`src/rtl/smos_pkg.sv`:
```
// Package for the substring match block: opcodes, result kinds, transaction
// payload types and the control word broadcast to the match cells.
// No dependencies.
package smos_pkg;

    localparam int PATTERN_MAX_DEFAULT      = 64;
    localparam int STRING_COUNT_MAX_DEFAULT = 65536;
    localparam int INDEX_W                  = 16;

    typedef enum logic [1:0] {
        OP_PATTERN = 2'd0,
        OP_TEXT    = 2'd1,
        OP_END_SET = 2'd2
    } opcode_t;

    typedef enum logic {
        KIND_VERDICT = 1'b0,
        KIND_SUMMARY = 1'b1
    } result_kind_t;

    typedef struct packed {
        opcode_t    opcode;
        logic [7:0] char_value;
        logic       last_char;
    } item_t;

    typedef struct packed {
        result_kind_t       result_kind;
        logic [INDEX_W-1:0] string_index;
        logic               matched;
        logic               any_found;
        logic               pattern_overflow;
    } result_t;

    typedef struct packed {
        logic       load;
        logic       start;
        logic       text;
        logic       clear;
        logic [7:0] char_value;
    } cell_ctrl_t;

endpackage

```
`src/rtl/smos_item_if.sv`:
```
// Input channel of the substring match block: valid/ready plus one item.
// Depends on smos_pkg.
interface smos_item_if;
    logic            valid;
    logic            ready;
    smos_pkg::item_t data;

    modport source (output valid, output data, input ready);
    modport sink   (input valid, input data, output ready);
endinterface

```
`src/rtl/smos_result_if.sv`:
```
// Result channel of the substring match block: valid/ready plus one result.
// Depends on smos_pkg.
interface smos_result_if;
    logic              valid;
    logic              ready;
    smos_pkg::result_t data;

    modport source (output valid, output data, input ready);
    modport sink   (input valid, input data, output ready);
endinterface

```
`src/rtl/smos_cell.sv`:
```
// One match cell: holds one pattern byte, its valid bit and one shift-and
// partial-match bit, fed from the previous cell. Depends on smos_pkg.
module smos_cell
(
    input  logic                clk,
    input  logic                rst_n,
    input  smos_pkg::cell_ctrl_t ctrl,
    input  logic                prev_valid,
    input  logic                prev_partial,
    input  logic                next_valid,
    output logic                chain_valid,
    output logic                valid,
    output logic                partial,
    output logic                hit
);
    import smos_pkg::*;

    logic       valid_reg;
    logic       valid_next;
    logic       partial_reg;
    logic       partial_next;
    logic [7:0] byte_reg;
    logic       eff_valid;
    logic       write_en;
    logic       new_bit;

    always_comb
    begin
        eff_valid    = valid_reg && !(ctrl.load && ctrl.start);
        write_en     = ctrl.load && !eff_valid && prev_valid;
        new_bit      = prev_partial && valid_reg && (byte_reg == ctrl.char_value);
        valid_next   = valid_reg;
        if (ctrl.load)
        begin
            valid_next = eff_valid || write_en;
        end
        partial_next = partial_reg;
        if (ctrl.clear)
        begin
            partial_next = 1'b0;
        end
        else if (ctrl.text)
        begin
            partial_next = new_bit;
        end
    end

    always_ff @(posedge clk or negedge rst_n)
    begin
        if (!rst_n)
        begin
            valid_reg   <= 1'b0;
            partial_reg <= 1'b0;
        end
        else
        begin
            valid_reg   <= valid_next;
            partial_reg <= partial_next;
        end
    end

    always_ff @(posedge clk)
    begin
        if (write_en)
        begin
            byte_reg <= ctrl.char_value;
        end
    end

    assign chain_valid = eff_valid;
    assign valid       = valid_reg;
    assign partial     = partial_reg;
    assign hit         = new_bit && !next_valid;

endmodule

```
`src/rtl/smos_out_buf.sv`:
```
// Two-entry result buffer (output register plus skid register) in front of
// the result channel. Depends on smos_pkg and smos_result_if.
module smos_out_buf
(
    input  logic               clk,
    input  logic               rst_n,
    input  logic               push,
    input  smos_pkg::result_t  push_data,
    output logic               room,
    smos_result_if.source      result
);
    import smos_pkg::*;

    logic    out_valid_reg;
    logic    out_valid_next;
    logic    skid_valid_reg;
    logic    skid_valid_next;
    result_t out_data_reg;
    result_t skid_data_reg;
    logic    pop;
    logic    load_out;
    logic    load_skid;
    logic    move_skid;

    always_comb
    begin
        pop             = out_valid_reg && result.ready;
        move_skid       = pop && skid_valid_reg;
        load_out        = push && (!out_valid_reg || (pop && !skid_valid_reg));
        load_skid       = push && !load_out;
        out_valid_next  = out_valid_reg;
        skid_valid_next = skid_valid_reg;
        if (pop)
        begin
            out_valid_next  = skid_valid_reg;
            skid_valid_next = 1'b0;
        end
        if (load_out)
        begin
            out_valid_next = 1'b1;
        end
        if (load_skid)
        begin
            skid_valid_next = 1'b1;
        end
    end

    always_ff @(posedge clk or negedge rst_n)
    begin
        if (!rst_n)
        begin
            out_valid_reg  <= 1'b0;
            skid_valid_reg <= 1'b0;
        end
        else
        begin
            out_valid_reg  <= out_valid_next;
            skid_valid_reg <= skid_valid_next;
        end
    end

    always_ff @(posedge clk)
    begin
        if (move_skid)
        begin
            out_data_reg <= skid_data_reg;
        end
        else if (load_out)
        begin
            out_data_reg <= push_data;
        end
        if (load_skid)
        begin
            skid_data_reg <= push_data;
        end
    end

    assign room         = !skid_valid_reg;
    assign result.valid = out_valid_reg;
    assign result.data  = out_data_reg;

endmodule

```
`src/rtl/substring_match_over_strings.sv`:
```
// Top level of the substring match block: control, string bookkeeping, the
// chain of match cells and the result buffer.
// Depends on smos_pkg, smos_item_if, smos_result_if, smos_cell, smos_out_buf.

// Shift-and substring search over a set of strings. Load the pattern one
// byte per transaction (last_char marks its end), then stream text bytes,
// marking each string end; every string end yields a verdict and an
// end-of-set transaction yields a summary. Each text byte updates all
// PATTERN_MAX cells of the chain at once, one cell per pattern byte.
// Results go through a two-entry buffer, so input is accepted every
// cycle until both entries hold results the sink has not taken.
module substring_match_over_strings
#(
    parameter int PATTERN_MAX      = smos_pkg::PATTERN_MAX_DEFAULT,
    parameter int STRING_COUNT_MAX = smos_pkg::STRING_COUNT_MAX_DEFAULT
)
(
    input  logic          clk,
    input  logic          rst_n,
    smos_item_if.sink     item,
    smos_result_if.source result
);
    import smos_pkg::*;

    localparam logic [INDEX_W-1:0] COUNT_LAST = INDEX_W'(STRING_COUNT_MAX - 1);

    cell_ctrl_t               ctrl;
    logic                     room;
    logic                     fire;
    logic                     res_valid;
    result_t                  res_data;
    logic [PATTERN_MAX:0]     chain_valid;
    logic [PATTERN_MAX:0]     valid_vec;
    logic [PATTERN_MAX-1:0]   partial_vec;
    logic [PATTERN_MAX-1:0]   hit_vec;
    logic                     hit_any;
    logic                     match_now;

    logic                     complete_reg;
    logic                     complete_next;
    logic                     match_reg;
    logic                     match_next;
    logic                     any_reg;
    logic                     any_next;
    logic                     overflow_reg;
    logic                     overflow_next;
    logic [INDEX_W-1:0]       count_reg;
    logic [INDEX_W-1:0]       count_next;

    assign chain_valid[0]          = 1'b1;
    assign valid_vec[PATTERN_MAX]  = 1'b0;

    for (genvar i = 0; i < PATTERN_MAX; i++)
    begin : g_cell
        logic prev_partial;
        if (i == 0)
        begin : g_head
            assign prev_partial = 1'b1;
        end
        else
        begin : g_body
            assign prev_partial = partial_vec[i-1];
        end

        smos_cell u_cell
        (
            .clk          (clk),
            .rst_n        (rst_n),
            .ctrl         (ctrl),
            .prev_valid   (chain_valid[i]),
            .prev_partial (prev_partial),
            .next_valid   (valid_vec[i+1]),
            .chain_valid  (chain_valid[i+1]),
            .valid        (valid_vec[i]),
            .partial      (partial_vec[i]),
            .hit          (hit_vec[i])
        );
    end

    assign fire       = item.valid && room;
    assign item.ready = room;
    assign hit_any    = |hit_vec;
    assign match_now  = match_reg || hit_any || !valid_vec[0];

    always_comb
    begin
        ctrl            = '0;
        ctrl.char_value = item.data.char_value;
        res_valid       = 1'b0;
        res_data        = '0;
        complete_next   = complete_reg;
        match_next      = match_reg;
        any_next        = any_reg;
        overflow_next   = overflow_reg;
        count_next      = count_reg;
        if (fire)
        begin
            case (item.data.opcode)
                OP_PATTERN:
                begin
                    ctrl.load  = 1'b1;
                    ctrl.start = complete_reg;
                    if (complete_reg)
                    begin
                        ctrl.clear    = 1'b1;
                        overflow_next = 1'b0;
                        match_next    = 1'b0;
                    end
                    if (chain_valid[PATTERN_MAX])
                    begin
                        overflow_next = 1'b1;
                    end
                    complete_next = item.data.last_char;
                end
                OP_TEXT:
                begin
                    ctrl.text     = 1'b1;
                    complete_next = 1'b1;
                    if (item.data.last_char)
                    begin
                        ctrl.clear                = 1'b1;
                        any_next                  = any_reg || match_now;
                        match_next                = 1'b0;
                        res_valid                 = 1'b1;
                        res_data.result_kind      = KIND_VERDICT;
                        res_data.string_index     = count_reg;
                        res_data.matched          = match_now;
                        res_data.any_found        = any_reg || match_now;
                        res_data.pattern_overflow = overflow_reg;
                        if (count_reg < COUNT_LAST)
                        begin
                            count_next = count_reg + 1'b1;
                        end
                    end
                    else
                    begin
                        match_next = match_now;
                    end
                end
                OP_END_SET:
                begin
                    ctrl.clear                = 1'b1;
                    match_next                = 1'b0;
                    any_next                  = 1'b0;
                    count_next                = '0;
                    res_valid                 = 1'b1;
                    res_data.result_kind      = KIND_SUMMARY;
                    res_data.string_index     = count_reg;
                    res_data.matched          = 1'b0;
                    res_data.any_found        = any_reg;
                    res_data.pattern_overflow = overflow_reg;
                end
                default:
                begin
                end
            endcase
        end
    end

    always_ff @(posedge clk or negedge rst_n)
    begin
        if (!rst_n)
        begin
            complete_reg <= 1'b1;
            match_reg    <= 1'b0;
            any_reg      <= 1'b0;
            overflow_reg <= 1'b0;
            count_reg    <= '0;
        end
        else
        begin
            complete_reg <= complete_next;
            match_reg    <= match_next;
            any_reg      <= any_next;
            overflow_reg <= overflow_next;
            count_reg    <= count_next;
        end
    end

    smos_out_buf u_out_buf
    (
        .clk       (clk),
        .rst_n     (rst_n),
        .push      (res_valid),
        .push_data (res_data),
        .room      (room),
        .result    (result)
    );

endmodule
```
`src/flat_wrapper.sv`:
```
// flat-port wrapper written by rule: the top's interface ports become plain ports
module substring_match_over_strings_flat import smos_pkg::*;
#(
    parameter int PATTERN_MAX      = smos_pkg::PATTERN_MAX_DEFAULT,
    parameter int STRING_COUNT_MAX = smos_pkg::STRING_COUNT_MAX_DEFAULT
)
  (clk, rst_n, item_valid, item_data, item_ready, result_valid, result_data, result_ready);
  smos_item_if item_i ();
  smos_result_if result_i ();
  input  logic clk;
  input  logic rst_n;
  input wire logic [$bits(item_i.valid)-1:0] item_valid;
  input wire logic [$bits(item_i.data)-1:0] item_data;
  output wire logic [$bits(item_i.ready)-1:0] item_ready;
  output wire logic [$bits(result_i.valid)-1:0] result_valid;
  output wire logic [$bits(result_i.data)-1:0] result_data;
  input wire logic [$bits(result_i.ready)-1:0] result_ready;
  assign item_i.valid = item_valid;
  assign item_i.data = item_data;
  assign item_ready = item_i.ready;
  assign result_valid = result_i.valid;
  assign result_data = result_i.data;
  assign result_i.ready = result_ready;
  substring_match_over_strings #(.PATTERN_MAX(PATTERN_MAX), .STRING_COUNT_MAX(STRING_COUNT_MAX)) u_core (.clk(clk), .rst_n(rst_n), .item(item_i), .result(result_i));
endmodule
```
`config.mk`:
```
export PLATFORM = sky130hd
export DESIGN_NAME = substring_match_over_strings_flat
export DESIGN_NICKNAME = d
export VERILOG_FILES = /design/src/rtl/smos_pkg.sv /design/src/rtl/smos_item_if.sv /design/src/rtl/smos_result_if.sv /design/src/rtl/smos_cell.sv /design/src/rtl/smos_out_buf.sv /design/src/rtl/substring_match_over_strings.sv /design/src/flat_wrapper.sv
export SDC_FILE = /design/constraint.sdc
export NUM_CORES = 1
export LEC_CHECK = 0
export CAP_MARGIN = 20
export CORE_ASPECT_RATIO = 0.8
export CORE_MARGIN = 4
export CORE_UTILIZATION = 40
export DETAILED_ROUTE_END_ITERATION = 12
export DONT_BUFFER_PORTS = 1
export SLEW_MARGIN = 10
export SYNTH_ARGS = -nofsm -noshare
export SYNTH_HDL_FRONTEND = slang
export SYNTH_SLANG_ARGS = --single-unit
```
`constraint.sdc`:
```
create_clock -name clk -period 3.8 [get_ports clk]
set_clock_uncertainty 0.1 [all_clocks]
set_input_delay 0.57 -clock clk [delete_from_list [all_inputs] [get_ports clk]]
set_output_delay 0.57 -clock clk [all_outputs]
set_load 0.01 [all_outputs]
```
After elaboration in Yosys (flattened, before gate mapping)
Index checks and enable logic that the tools add are counted.
{"block": "word_totals", "register_bits": 701}
{"block": "op_classes", "n_reduce_logical": 603, "n_eq_ne": 69, "addsub": 1, "mux": 153, "n_lt_le_gt_ge": 1}
{"cell": "$eq 8x8->1", "n": 64}
{"cell": "$logic_and 1x1->1", "n": 388}
{"cell": "$mux 1", "n": 138}
{"cell": "$logic_not 1->1", "n": 132}
{"cell": "$logic_or 1x1->1", "n": 68}
{"cell": "$reduce_or 64->1", "n": 1}
{"cell": "$mux 20", "n": 3}
{"cell": "$pmux 20 s2", "n": 1}
{"cell": "$mux 16", "n": 2}
{"cell": "$pmux 16 s2", "n": 1}
{"cell": "$mux 19", "n": 1}
{"cell": "$add 16x1->16 const B", "n": 1}
{"cell": "$lt 16x16->1 const B", "n": 1}
{"cell": "$reduce_bool 2->1", "n": 7}
{"cell": "$reduce_and 3->1", "n": 3}
{"cell": "$pmux 1 s2", "n": 3}
{"cell": "$pmux 1 s3", "n": 2}
{"cell": "$mux 4", "n": 1}
{"cell": "$ne 2x1->1 const B", "n": 2}
{"cell": "$reduce_and 4->1", "n": 1}
{"cell": "$reduce_bool 3->1", "n": 1}
{"cell": "$eq 2x1->1 const B", "n": 1}
{"cell": "$eq 2x2->1 const B", "n": 1}
{"cell": "$logic_not 2->1", "n": 1}
{"cell": "3 further kinds", "n": 3}

Depth between registers and ports, before layout
{"block": "depth", "ltp_word": 12, "mapped_depth": 10}

By module
From an unflattened synthesis, not the netlist that was laid out.
{"block": "unflattened", "hier_cells": 2239, "area_unflattened_um2": 31164.9}
{"module": "smos_cell", "seq_area_each_um2": 290.3, "area_each_um2": 437.9, "cells_each": 31, "instances": 64}
{"module": "smos_out_buf", "seq_area_each_um2": 1251.2, "area_each_um2": 1639.1, "cells_each": 78, "instances": 1}
{"module": "substring_match_over_strings", "seq_area_each_um2": 501.7, "area_each_um2": 1498.9, "cells_each": 177, "instances": 1}

Least setup slack after synthesis
OpenSTA, ideal clock, no wires.
{"block": "synth_timing", "path_type": "in2reg", "startpoint": "in item_data[10]", "endpoint": "reg u_core.u_out_buf.out_data_reg (netlist bit u_core.u_out_buf.result.data[0]), enable pin", "slack_ns": 0.622, "t_arrival_ns": 2.674, "cell_stages": 8, "t_required_ns": 3.296, "cell_sequence": "inv_1 -> ha_1 -> clkbuf_1 -> nand2_1 -> a21oi_1 -> clkbuf_1 -> a21oi_1 -> a21oi_1"}
{"block": "synth_between", "elab_chain_cells": 5}
{"item": "from (decl)", "line": "flat_wrapper.sv:13", "text": "input wire logic [$bits(item_i.data)-1:0] item_data;"}
{"item": "$eq 2x2->1 / $eq 2x1->1 (equally long branches)", "line": "substring_match_over_strings.sv:98", "text": "case (item.data.opcode)"}
{"item": "$pmux 1 s2 (*)", "line": "substring_match_over_strings.sv:98"}
{"item": "$mux 1 (*)", "line": "substring_match_over_strings.sv:96", "text": "if (fire)"}
{"item": "$logic_and 1x1->1 (*)", "line": "smos_out_buf.sv:29", "text": "load_out = push && (!out_valid_reg || (pop && !skid_valid_reg));"}
{"item": "$reduce_bool 2->1 (no line) (*)"}
{"item": "to (signal assigned)", "line": "smos_out_buf.sv:66", "text": "out_data_reg <= skid_data_reg;"}
{"item": "to (signal assigned)", "line": "smos_out_buf.sv:70", "text": "out_data_reg <= push_data;"}
{"item": "to (decl)", "line": "smos_out_buf.sv:18", "text": "result_t out_data_reg;"}
Mark *: on every way between the ends. The rest lies on a longest branch, timed or not.
A chain may end at the register's enable or synchronous reset.

Worst setup path after layout
{"block": "layout_timing", "startpoint": "reg u_core.u_out_buf.skid_valid_reg", "endpoint": "reg u_core.g_cell[40].u_cell.byte_reg[3], enable pin"}
{"block": "layout_between", "elab_chain_cells": 9}
{"item": "from (decl)", "line": "smos_out_buf.sv:16", "text": "logic skid_valid_reg;"}
{"item": "from (signal assigned)", "line": "smos_out_buf.sv:58", "text": "skid_valid_reg <= skid_valid_next;"}
{"item": "$logic_not 1->1 (*)", "line": "smos_out_buf.sv:78", "text": "assign room = !skid_valid_reg;"}
{"item": "$logic_and 1x1->1 (*)", "line": "substring_match_over_strings.sv:80", "text": "assign fire = item.valid && room;"}
{"item": "$mux 4 (*)", "line": "substring_match_over_strings.sv:96"}
{"item": "$logic_and 1x1->1", "line": "smos_cell.sv:29", "text": "eff_valid = valid_reg && !(ctrl.load && ctrl.start);"}
{"item": "$logic_not 1->1", "line": "smos_cell.sv:29"}
{"item": "$logic_and 1x1->1", "line": "smos_cell.sv:29"}
{"item": "$logic_not 1->1", "line": "smos_cell.sv:30", "text": "write_en = ctrl.load && !eff_valid && prev_valid;"}
{"item": "$logic_and 1x1->1", "line": "smos_cell.sv:30"}
{"item": "$logic_and 1x1->1 (*)", "line": "smos_cell.sv:30"}
{"item": "via u_core.g_cell[40].u_cell.write_en", "line": "smos_cell.sv:24", "text": "logic write_en;"}
{"item": "to (signal assigned)", "line": "smos_cell.sv:66", "text": "byte_reg <= ctrl.char_value;"}
{"item": "to (decl)", "line": "smos_cell.sv:22", "text": "logic [7:0] byte_reg;"}
Mark *: on every way through the listed nets, which the timed path passes. The rest lies on a longest branch.

==> run metrics <==
Die H=254 µm; reg2reg path depth=6; largest net degree at the start of global routing=150; unrepaired setup endpoints after global routing=false; buffer and inverter count on the worst path=2; Post-synth EDFFs=552; Flop pwr share=52.9%; FF-to-FF End=u_core.g_cell[40].u_cell.byte_reg[3]$_DFFE_PP_; Area after DPL=31400 µm²; sum of negative setup slack=0 ns; R2R setup slack=0.80 ns; Root Buffer Master=clkbuf_16; crit-path max cell delay=0.50 ns; Iter 0 DRT Violations=1480; Mapped Nets=2098; Die ar.=79900 µm²; Fin. Hold Viols=149; combinational share of power=5.0%; max FFs per register=512; area leader, netlist=edfxtp_1; top cell type's share of synthesized area=55.0%; Num CTS Buffers=69; Initial Util=40.6%; status=complete, but fails checks; Nets=2187; Mapped Cells=2077; Main synth FF type=edfxtp_1; Max VDD drop=0.314 mV; first-pass GRT wire length=110000 µm; Avg Vias per Cell=5.36; max_slew headroom=26.1%; sequential cell area fraction in the yosys report=67.3%; Pre-antenna DRT Iters=5; Leak Pwr=11.4 nW; TritonCTS clock tree=built; worst r2r src=u_core.u_out_buf.skid_valid_reg$_DFFE_PN0P_; Crit Path Class=reg2reg; crit path time final=3.00 ns; # hold bufs at CTS=18; diodes inserted=0; post-route cell area=33900 µm²; failing checks=hold timing; RD Place Congestion=0.773; worst-path maximum fanout=39; asr flop ratio synth=21.3%; vias=17300; distinct cell type count after synthesis=57; CTS resizes=0; Synth area leaders=edfxtp_1 55%, xnor2_1 13%, dfrtp_1 12%; post-route ant nets=0; pwr/cell area=479 nW/µm²; worst path required time=4.02 ns; switching share of power=21.8%; final wirelength=74000 µm; critical path data arrival time=3.21 ns; Cell Count, Final, Fillers Out=3224; detail-routed net length per standard cell=22.9 µm; Mapped Avg Cell Area=14.5 µm²; GRT Util Overall=18.2%; fillers=6552; synth-to-layout area growth=12.4%; Top-Level Pins=37; Placed Instances=3069; depth of the CTS H-tree=3; CTS Buffer Depth=3; Setup Buffers After CTS=0; Max stage delay cell, worst path=nor3b_1; CP Capture Type=register; Clk pwr share=42.1%; Clk Latency, worst-skew pair=0.61 ns; IO Port Bufs=0; Setup violations, final=0; Startpoint Class=register; most common cell in the netlist=edfxtp_1; final clock period utilization by the worst path=78.8%; Fin Hold WS=-0.424 ns; Final Util=45.6%; switching pwr=3.54 mW; Post-Syn Area=30200 µm²; number of global-route vias before repair=17300; crit path from=u_core.u_out_buf.skid_valid_reg$_DFFE_PN0P_; DP HPWL=35900 µm; initial antenna violation count=1; Rows=89; Die W=315 µm; Worst path top cell family by delay=simple AND/OR/NAND/NOR gates; grt total ovfl=0; share of cells above drive strength 1=9.40%; top post-synthesis cells by count=552 x edfxtp_1, 449 x xnor2_1, 148 x dfrtp_1; crit path cell chain=nand2b_1 -> nor2_4 -> nand2_2 -> buf_12 -> nor3b_1 -> buf_4; maximum clock frequency=334 MHz; clock slew at reported path FFs=0.07 ns; fin. max-slew vios=0; Max-Cap Viols=0; internal power=12.7 mW; Core ar.=74300 µm²; Sink Count=701; Hold Crit Class=in2async; Ys Warns=0; # DRC=0; worst-margin pin slew=1.08 ns; flops & latches, synth=701
## worst register-to-register path, stage by stage, from the launching register on
cell and delay (ns):
dfrtp_1 0.46, nand2b_1 0.33, nor2_4 0.17, nand2_2 0.42
buf_12 0.42, nor3b_1 0.53, buf_4 0.28
## logic make-up after synthesis
family / count (synthesis) / synth area share (%)
flops: 701 / 67.3
simple gates: 544 / 9.82
xor+xnor: 525 / 15.3
compound gates: 187 / 4.39
buf+inv: 111 / 2.79
fa+ha+maj: 6 / 0.249
mux: 3 / 0.104
## metal layers
metal / vias to the layer above / routed length, µm / GRT usage [%]
met2: 510 / 33000 / 27.6
li1: 7803 / - / -
met5: - / 0 / 0
met4: 0 / 1020 / 3.54
met3: 78 / 4510 / 3.15
met1: 8893 / 35400 / 27.6
## worst max-delay path by stage
stage | end | slack, ns | cells past startpoint
after floorplan | u_core.u_out_buf.result.data[0]$_DFFE_PP_ | 0.62 | 8
after global placement | u_core.u_out_buf.skid_data_reg[1]$_DFFE_PP_ | 0.52 | 7
after detailed placement | u_core.g_cell[40].u_cell.byte_reg[5]$_DFFE_PP_ | 0.69 | 8
after CTS | u_core.g_cell[40].u_cell.byte_reg[5]$_DFFE_PP_ | 0.82 | 6
after global routing | u_core.g_cell[40].u_cell.byte_reg[3]$_DFFE_PP_ | 0.68 | 6
final | u_core.g_cell[40].u_cell.byte_reg[3]$_DFFE_PP_ | 0.80 | 6
## layout make-up
cell class / count / area (µm²) / share of cell area [%]
flip-flops and latches: 701 / 20300 / 59.9
multi-input cells: 1265 / 9060 / 26.7
clock buffers: 96 / 1940 / 5.73
well taps: 1001 / 1250 / 3.70
repair buffers: 112 / 960 / 2.83
clock inverters: 32 / 308 / 0.908
inverters: 17 / 63.8 / 0.188
## stage by stage
| step | total power, mW | worst slack, ns |
|---|---|---|
| 3_3_place_gp | 9.42 | 0.518 |
| 2_1_floorplan | 9.37 | 0.622 |
| 6_report | 16.2 | 0.804 |
| 4_1_cts | 16.3 | 0.822 |
| 3_5_place_dp | 9.44 | 0.689 |
| 5_1_grt | 16.8 | 0.682 |
## layout by cell type (no fill, tap or decap), drive strengths merged, types with 3 or more instances in the layout
cell and count:
clkinv 21, nor2b 7, nor3 53, nand4 64, buf 86, nand2b 3
xor2 76, a22o 37, nor3b 58, nand3 113, dfrtp 148, clkbuf 96
a32o 9, or4 8, inv 20, and2 18, dlygate4sd3 26, o21ai 6
xnor2 449, clkinvlp 3, nand2 42, a21o 29, bufinv 5, nor4 68
a21oi 75, o41ai 6, edfxtp 552, nor2 100, ha 6, a2111oi 16
## power groups by stage
stage,clock network [mW],registers [mW],logic (mW)
4_1_cts,6.98,8.57,0.785
3_3_place_gp,0,8.72,0.694
3_5_place_dp,0,8.73,0.710
6_report,6.83,8.57,0.811
5_1_grt,7.33,8.58,0.884
2_1_floorplan,0,8.67,0.695
Note: power is estimated with default switching activity, not from simulation.
